$ cat config.mk
export PLATFORM = sky130hd
export DESIGN_NAME = lowest_common_ancestor_query_unit_flat
export DESIGN_NICKNAME = d
export VERILOG_FILES = /design/src/hw/rtl/lcaq_pkg.sv /design/src/hw/rtl/lcaq_if.sv /design/src/hw/rtl/lowest_common_ancestor_query_unit.sv /design/src/flat_wrapper.sv
export SDC_FILE = /design/constraint.sdc
export NUM_CORES = 2
export LEC_CHECK = 0
export ABC_CLOCK_PERIOD_IN_PS = 4200
export BUFFER_PORTS_ARGS = -buffer_cell sky130_fd_sc_hd__buf_4
export CAP_MARGIN = 5
export CORE_MARGIN = 4
export CORE_UTILIZATION = 54
export CTS_CLUSTER_SIZE = 28
export DETAILED_ROUTE_END_ITERATION = 8
export PLACE_DENSITY = 0.68
export SLEW_MARGIN = 20
export SYNTH_ARGS = -nofsm -noshare
export SYNTH_HDL_FRONTEND = slang
export SYNTH_SLANG_ARGS = --single-unit
export TNS_END_PERCENT = 50
$ cat constraint.sdc
create_clock -name clk -period 4.2 [get_ports clk]
set_input_delay 0.84 -clock clk [delete_from_list [all_inputs] [get_ports clk]]
set_output_delay 0.84 -clock clk [all_outputs]
set_load 0.03 [all_outputs]
$ cat src/hw/rtl/lcaq_pkg.sv
// shared constants and codes for the lowest common ancestor query unit
`default_nettype none

package lcaq_pkg;

  // node index width and parent store geometry
  localparam int NODE_W      = 8;
  localparam int STORE_DEPTH = 256;
  localparam int ENTRY_W     = NODE_W + 1;

  // request codes
  localparam logic REQ_WRITE = 1'b0;
  localparam logic REQ_QUERY = 1'b1;

endpackage

`default_nettype wire

$ cat src/hw/rtl/lcaq_if.sv
// request and response channel interfaces of the lowest common ancestor query unit
`default_nettype none

interface lcaq_req_if
  import lcaq_pkg::*;
();
  logic              valid;
  logic              ready;
  logic              req_type;
  logic [NODE_W-1:0] node_a;
  logic [NODE_W-1:0] node_b;
  logic [NODE_W-1:0] parent_index;
  logic              has_parent;

  modport source (output valid, req_type, node_a, node_b, parent_index, has_parent,
                  input ready);
  modport sink   (input valid, req_type, node_a, node_b, parent_index, has_parent,
                  output ready);
endinterface

interface lcaq_rsp_if
  import lcaq_pkg::*;
();
  logic              valid;
  logic              ready;
  logic [NODE_W-1:0] ancestor;
  logic              found;

  modport source (output valid, ancestor, found, input ready);
  modport sink   (input valid, ancestor, found, output ready);
endinterface

`default_nettype wire

$ cat src/hw/rtl/lowest_common_ancestor_query_unit.sv
// top level: parent table memory and ancestor walk sequencer
`default_nettype none

// Keeps a 256-entry parent table (valid bit plus parent index) in one synchronous
// memory and answers lowest common ancestor queries by walking the larger cursor up
// to its parent until both cursors meet. A write word (req_type 0) is taken while
// the unit is idle and gives no response. A query word gives exactly one response
// word; each parent move is one memory read and its registered return, and equal
// nodes answer with no move at all. The unit works on one word at a time, and a
// finished response sits in the output register, so the next request word is
// taken while it waits. Queries on nodes in different trees, on nodes at or above
// MAX_NODES, or that need more than 2*MAX_NODES moves report found = 0 and
// ancestor = 0. The table needs no clearing after reset; entries read on a walk
// must have been written first.
module lowest_common_ancestor_query_unit
  import lcaq_pkg::*;
#(
  parameter int MAX_NODES = 256
) (
  input  wire         clk,
  input  wire         rst,
  lcaq_req_if.sink    req,
  lcaq_rsp_if.source  rsp
);

  localparam int STEP_W   = $clog2(2 * MAX_NODES + 1);
  localparam int ADDR_W   = $clog2(STORE_DEPTH);
  localparam logic [STEP_W-1:0] STEP_BOUND = STEP_W'(2 * MAX_NODES);

  localparam logic [1:0] S_IDLE  = 2'd0;
  localparam logic [1:0] S_CHECK = 2'd1;
  localparam logic [1:0] S_READ  = 2'd2;
  localparam logic [1:0] S_DONE  = 2'd3;

  logic [1:0]         state;
  logic [NODE_W-1:0]  cursor_first;
  logic [NODE_W-1:0]  cursor_second;
  logic [STEP_W-1:0]  step_count;
  logic               mover_first;
  logic [NODE_W-1:0]  res_ancestor;
  logic               res_found;
  logic               out_valid;
  logic [NODE_W-1:0]  out_ancestor;
  logic               out_found;

  logic [ENTRY_W-1:0] parent_store [STORE_DEPTH];
  logic [ENTRY_W-1:0] rd_data;
  logic               wr_en;
  logic               rd_en;
  logic [ADDR_W-1:0]  rd_addr;
  logic               accept;
  logic               move_first;

  function automatic logic node_ok(input logic [NODE_W-1:0] node);
    return 32'(node) < 32'(MAX_NODES);
  endfunction

  // handshake
  assign req.ready    = (state == S_IDLE);
  assign accept       = req.valid && req.ready;
  assign rsp.valid    = out_valid;
  assign rsp.ancestor = out_ancestor;
  assign rsp.found    = out_found;

  // memory control: writes only while idle, reads only during the walk
  assign wr_en      = accept && (req.req_type == REQ_WRITE) && node_ok(req.node_a);
  assign move_first = cursor_first > cursor_second;
  assign rd_en      = (state == S_CHECK);
  assign rd_addr    = ADDR_W'(move_first ? cursor_first : cursor_second);

  // parent table memory
  always_ff @(posedge clk) begin
    if (wr_en) begin
      parent_store[ADDR_W'(req.node_a)] <= {req.has_parent, req.parent_index};
    end
    if (rd_en) begin
      rd_data <= parent_store[rd_addr];
    end
  end

  // walk sequencer
  always_ff @(posedge clk) begin
    if (rst) begin
      state         <= S_IDLE;
      cursor_first  <= '0;
      cursor_second <= '0;
      step_count    <= '0;
      out_valid     <= 1'b0;
    end else begin
      // output word taken; a new word loaded in S_DONE takes its place
      if (out_valid && rsp.ready && (state != S_DONE)) begin
        out_valid <= 1'b0;
      end
      unique case (state)
        S_IDLE: begin
          if (accept && (req.req_type == REQ_QUERY)) begin
            cursor_first  <= req.node_a;
            cursor_second <= req.node_b;
            step_count    <= '0;
            if (node_ok(req.node_a) && node_ok(req.node_b)) begin
              state <= S_CHECK;
            end else begin
              res_found    <= 1'b0;
              res_ancestor <= '0;
              state        <= S_DONE;
            end
          end
        end
        S_CHECK: begin
          if (cursor_first == cursor_second) begin
            res_found    <= 1'b1;
            res_ancestor <= cursor_first;
            state        <= S_DONE;
          end else if (step_count >= STEP_BOUND) begin
            res_found    <= 1'b0;
            res_ancestor <= '0;
            state        <= S_DONE;
          end else begin
            mover_first <= move_first;
            state       <= S_READ;
          end
        end
        S_READ: begin
          // a root on the moving side or a parent out of range ends the walk
          if (!rd_data[NODE_W] || !node_ok(rd_data[NODE_W-1:0])) begin
            res_found    <= 1'b0;
            res_ancestor <= '0;
            state        <= S_DONE;
          end else begin
            if (mover_first) begin
              cursor_first <= rd_data[NODE_W-1:0];
            end else begin
              cursor_second <= rd_data[NODE_W-1:0];
            end
            step_count <= step_count + 1'b1;
            state      <= S_CHECK;
          end
        end
        S_DONE: begin
          if (!out_valid || rsp.ready) begin
            out_valid    <= 1'b1;
            out_ancestor <= res_ancestor;
            out_found    <= res_found;
            state        <= S_IDLE;
          end
        end
        default: state <= S_IDLE;
      endcase
    end
  end

endmodule

`default_nettype wire

$ cat src/flat_wrapper.sv
// flat-port wrapper written by rule: the top's interface ports become plain ports
module lowest_common_ancestor_query_unit_flat import lcaq_pkg::*;
#(
  parameter int MAX_NODES = 256
)
  (clk, rst, req_valid, req_req_type, req_node_a, req_node_b, req_parent_index, req_has_parent, req_ready, rsp_valid, rsp_ancestor, rsp_found, rsp_ready);
  lcaq_req_if req_i ();
  lcaq_rsp_if rsp_i ();
  input  wire clk;
  input  wire rst;
  input wire logic [$bits(req_i.valid)-1:0] req_valid;
  input wire logic [$bits(req_i.req_type)-1:0] req_req_type;
  input wire logic [$bits(req_i.node_a)-1:0] req_node_a;
  input wire logic [$bits(req_i.node_b)-1:0] req_node_b;
  input wire logic [$bits(req_i.parent_index)-1:0] req_parent_index;
  input wire logic [$bits(req_i.has_parent)-1:0] req_has_parent;
  output wire logic [$bits(req_i.ready)-1:0] req_ready;
  output wire logic [$bits(rsp_i.valid)-1:0] rsp_valid;
  output wire logic [$bits(rsp_i.ancestor)-1:0] rsp_ancestor;
  output wire logic [$bits(rsp_i.found)-1:0] rsp_found;
  input wire logic [$bits(rsp_i.ready)-1:0] rsp_ready;
  assign req_i.valid = req_valid;
  assign req_i.req_type = req_req_type;
  assign req_i.node_a = req_node_a;
  assign req_i.node_b = req_node_b;
  assign req_i.parent_index = req_parent_index;
  assign req_i.has_parent = req_has_parent;
  assign req_ready = req_i.ready;
  assign rsp_valid = rsp_i.valid;
  assign rsp_ancestor = rsp_i.ancestor;
  assign rsp_found = rsp_i.found;
  assign rsp_i.ready = rsp_ready;
  lowest_common_ancestor_query_unit #(.MAX_NODES(MAX_NODES)) u_core (.clk(clk), .rst(rst), .req(req_i), .rsp(rsp_i));
endmodule
# After elaboration in Yosys (flattened, before gate mapping)
# Memories as Yosys holds them, arrays and structs flattened. A register that Yosys moved wholly into a read port is not among the register bits.
# Cells that the tools add are included.
# word_totals
output_inout_bits	11
ram_bits	2304
reg_bits	48
inputBits	30
elab_cells	78
n_memories	1
# memory_table
name	words	width	rd	rd_clocked_by_memory_dff	write_ports	line_no	text
u_core.parent_store	256	9	1	1	1	lowest_common_ancestor_query_unit.sv:46	logic [ENTRY_W-1:0] parent_store [STORE_DEPTH];
# classes
mux	31
n_lt_le_gt_ge	2
eq_ne	12
bitwise_logic	4
reduce_logical	17
n_addsub	1
# ops
cell	count
$mux W8	10
$pmux W8 S2	3
$mux W10	2
$pmux W10 S2	1
$reduce_and A4 Y1	4
$add A10 B1 Y10 const B	1
$ge A10 B10 Y1 const B	1
$mux W1	9
$eq A8 B8 Y1	1
$gt A8 B8 Y1	1
$mux W2	4
$ne A2 B2 Y1 const B	4
$pmux W2 S4	1
$ne A2 B1 Y1 const B	3
$reduce_and A3 Y1	2
$logic_and A1 B1 Y1	5
$eq A2 B2 Y1 const B	2
$not A1 Y1	4
$reduce_bool A2 Y1	2
$ne A3 B3 Y1 const B	1
$eq A2 B1 Y1 const B	1
$logic_not A2 Y1	1
$pmux W1 S2	1
$reduce_and A2 Y1	1
other kinds (2)	2

# Longest topological paths before layout
# depth
word_depth	5
depth_mapped	17
depth_no_buf	14

# Worst setup path after synthesis
# OpenSTA, ideal clock, no wires.
# synth_path
path_kind	register to register
start	register u_core.cursor_second[1]
end	register u_core.rd_data[0] (read register of u_core.parent_store) (data pin)
stages_incl_launch_ff	17
t_required_ns	3.925
t_arrival_ns	3.430
setup_time_ns	0.275
slack_ns	0.494
path_buffers	3
period_less_slack_ns	3.706
cell_sequence	dfxtp_1 -> inv_1 -> ha_1 -> nor2b_1 -> o211ai_1 -> a21oi_1 -> o21ai_2 -> mux2_2 -> clkbuf_1 -> buf_2 -> clkbuf_1 -> mux2i_1 -> mux2i_1 -> a32oi_1 -> nand3_1 -> o41ai_1 -> nand4_1
# synth_between
elab_chain_len	2
# synth_lines
item	line_no	text
start: declaration	lowest_common_ancestor_query_unit.sv:37	logic [NODE_W-1:0] cursor_second;
start signal: assignment	lowest_common_ancestor_query_unit.sv:98	cursor_second <= req.node_b;
start signal: assignment	lowest_common_ancestor_query_unit.sv:133	cursor_second <= rd_data[NODE_W-1:0];
$gt A8 B8 Y1	lowest_common_ancestor_query_unit.sv:67	assign move_first = cursor_first > cursor_second;
$mux W8 *	lowest_common_ancestor_query_unit.sv:69	assign rd_addr = ADDR_W'(move_first ? cursor_first : cursor_second);
end: declaration	lowest_common_ancestor_query_unit.sv:47	logic [ENTRY_W-1:0] rd_data;
# Every way passes the cells marked *; elsewhere a longest branch is shown, timed or not.
# A chain may end at the register's enable or synchronous reset.

# Worst setup path in the final report
# layout_path
start	register u_core.cursor_first[1]
end	register u_core.rd_data[0] (read register of u_core.parent_store) (data pin)
# layout_between
elab_chain_len	2
# layout_lines
item	line_no	text
start: declaration	lowest_common_ancestor_query_unit.sv:36	logic [NODE_W-1:0] cursor_first;
start signal: assignment	lowest_common_ancestor_query_unit.sv:97	cursor_first <= req.node_a;
start signal: assignment	lowest_common_ancestor_query_unit.sv:131	cursor_first <= rd_data[NODE_W-1:0];
$gt A8 B8 Y1	lowest_common_ancestor_query_unit.sv:67	
$mux W8 *	lowest_common_ancestor_query_unit.sv:69	
# Marks and branches as above.

==> summary.txt <==
CTS sink cnt: 2361
Total number of vias: 63.6k
CTS HTree Levels: 4
WL final: 282 mm
Initial antenna violation count: 12
GRT Resource Usage Total: 30.5%
CTS clk-pin slew, worst paths: 60 ps
Deepest clock path buffer count: 3
Dominant synthesized flop cell: edfxtp_1
DP Cell Count: 9718
Antenna Nets Post-Route: 0
Final worst slack: -14.4 ps
Most crowded layer after global routing: met2
Pwr Density: 871 mW/mm^2
Crit. End Element: flip-flop
Hold buffers post-CTS: 0
Rows: 152
Fin Hold WS: 299 ps
Clock Skews: 36.2 ps
Synthesis Warnings: 0
CTS buffer count: 227
Asr flop ratio synth: 0%
Worst-Margin Slew: 1170 ps
CP startpoint: u_core.cursor_first[1]$_SDFFE_PP0P_
Commonest non-fill, non-tap cell in the layout: edfxtp_1
First-pass GRT wire length: 406 mm
Die width: 425 um
Final cycle utilization of the critical path: 100%
Final setup violation count: 1
CP Launch Type: flip-flop
VDD IR max: 0.000908 V
Final instance area: 0.110 mm^2
Worst hold path type: in -> reg
Final min period: 4210 ps
Gr ovfl total: 0
Met1 Use GR: 44.6%
Setup Crit Path Kind: reg -> reg
Pleak: 38.9 nW
Most frequent cells in the layout: edfxtp_1, nand2_1, nand3_1
Synth Net Count: 7357
Die Ht: 425 um
GRT met2 Usage: 45.1%
Post-Syn Area: 0.0941 mm^2
Placer Congestion: 0.958
Num ports: 41
WL/cell: 27.6 um
Area delta synth->final: 16.9%
Worst-path maximum fanout: 27
Status: finished with violations
Syn Inst Count: 7313
M3 GR Usage: 6.99%
Sequential area share after synthesis: 75.1%
Initial Util: 54.5%
Clock Latency Late Sink: 890 ps
DR iter-0 viols: 9939
Fin. Hold Viols: 0
CTS tree: yes
Non-Filler Instances: 10.2k
Worst Path Arrival: 4820 ps
Worst Hold Launch: rsp_ready
Number of global-route vias before repair: 59.7k
DIE AREA: 0.181 mm^2
Worst EP required: 4810 ps
Core box area: 0.172 mm^2
RSZ-0062 raised after global routing: true
Drt drc: 0
Fillcell total: 12.6k
Slew Limit Fails: 0
Post-synth EDFFs: 2332
Failing checks: setup timing
Max Freq: 237 MHz
Root Buffer: clkbuf_16
Synthesized area per cell: 12.9 um^2
Synthesized flop and latch total: 2361
Vias/cell: 6.24
DP Area: 0.101 mm^2
Port Buffers: 40
Pre-Repair DR Iteration Count: 6
Netlist cell types: 52
Largest net degree at the start of global routing: 104
Detailed placement HPWL: 173 mm
Maxcap violations: 0
Final #Nets: 7730
Share of layout cells above drive strength 1: 14.0%
Rel. slew slack: 22.1%
Worst r2r src: u_core.cursor_first[1]$_SDFFE_PP0P_
-- final timing paths --
kind                                                     to  slack (ps)  depth (start not counted)
worst min-delay path            u_core.rsp.valid$_SDFF_PP0_         300                          4
worst max register to register  u_core.rd_data[0]$_DFFE_PP_         -10                         19
worst min register to register   u_core.rsp.found$_DFFE_PP_         420                          0
worst max-delay path            u_core.rd_data[0]$_DFFE_PP_         -10                         19
-- through the flow --
step | setup slack (ps) | setup TNS (ps) | util [%] | power, mW
2_1_floorplan | 494 | 0 | - | 50.5
3_3_place_gp | -613 | -2440 | 58.3 | 70.1
3_5_place_dp | -599 | -2820 | 58.3 | 70.6
4_1_cts | -5.86 | -5.86 | 63.2 | 92.9
5_1_grt | -90.8 | -399 | 63.7 | 99.5
6_report | -14.4 | -14.4 | 63.8 | 95.7
-- cells by family (layout without fill, tap and decap cells) --
family,count (synthesis),count (layout),synth area share [%]
AOI/OAI and AO/OA,309,309,2.56
xor gates and xnor gates,7,7,0.0652
adders and majority gates,14,14,0.186
buffers and inverters,459,1022,1.94
DFF,2361,2361,75.1
muxes,127,128,1.35
other,0,7,0
and+or+nand+nor,4036,4036,18.8
-- where the power goes --
part / leakage [nW] / internal [mW] / total (mW) / switching [mW]
registers: 21.2 / 26.2 / 26.3 / 0.171
clock network: 3.66 / 11.8 / 20.7 / 8.88
logic: 14.0 / 16.6 / 48.7 / 32.1
total: 38.9 / 54.5 / 95.7 / 41.2
-- timing repair --
item                                    in CTS  in global routing
gates resized for setup                     89                127
buffers inserted                            11                 22
pin swaps                                   18                 31
cloned                                      11                  6
endpoints found under the setup margin       9                  9
-- synth_stat cells, types with 6 or more instances --
cell type	number	area share, %
a211oi_1	16	0.13
a21oi_1	46	0.24
a31oi_1	72	0.48
a32o_1	72	0.77
a32oi_1	36	0.34
and3_1	368	2.4
buf_1	31	0.12
buf_2	82	0.44
clkbuf_1	331	1.3
dfxtp_1	29	0.62
edfxtp_1	2332	74
ha_1	14	0.19
inv_1	14	0.056
mux2i_1	125	1.3
nand2_1	2195	8.8
nand3_1	1060	5.6
nand4_1	16	0.11
nor2_1	293	1.2
nor2b_1	8	0.053
nor4_1	73	0.49
o41ai_1	42	0.39
xor2_1	6	0.056
-- layout make-up --
type / instances / area [um^2] / area share [%]
clock buffer: 277 / 5970 / 5.43
multi-input combinational: 4494 / 22800 / 20.7
antenna: 7 / 17.5 / 0.0159
tap: 2310 / 2890 / 2.63
inverter: 15 / 56.3 / 0.0512
clock inverter: 143 / 1540 / 1.40
sequential: 2361 / 70600 / 64.2
timing repair buffer: 587 / 6090 / 5.54
-- critical path, cell delays in order (launching register included) --
cell and delay, ps:
dfxtp_1 390, ha_4 230, nor2b_1 120, o211ai_1 150, buf_4 150, buf_4 100
buf_4 90, a211o_1 190, o2111ai_4 210, buf_12 230, buf_12 180, buf_4 210
nand2_1 80, nand3_1 110, and3_2 290, nor4_2 240, a21oi_1 120, o41ai_2 520
buf_4 240, nand4_1 90
-- metal layers --
metal,part of all wire (%),vias to the layer above
met4,3.8,6
met2,45,4117
met5,0.012,-
li1,-,27400
met3,12,597
met1,39,31500
-- flip-flops by register name (all words and copies together) (netlist names) --
name,cells
u_core.parent_store,2304
u_core.step_count,10
u_core.rd_data,9
u_core.cursor_first,8
u_core.cursor_second,8
u_core.res_ancestor,8
u_core.rsp.ancestor,8
u_core.state,2
u_core.mover_first,1
u_core.res_found,1
u_core.rsp.found,1
u_core.rsp.valid,1
Power figures use the tool's default switching activity.
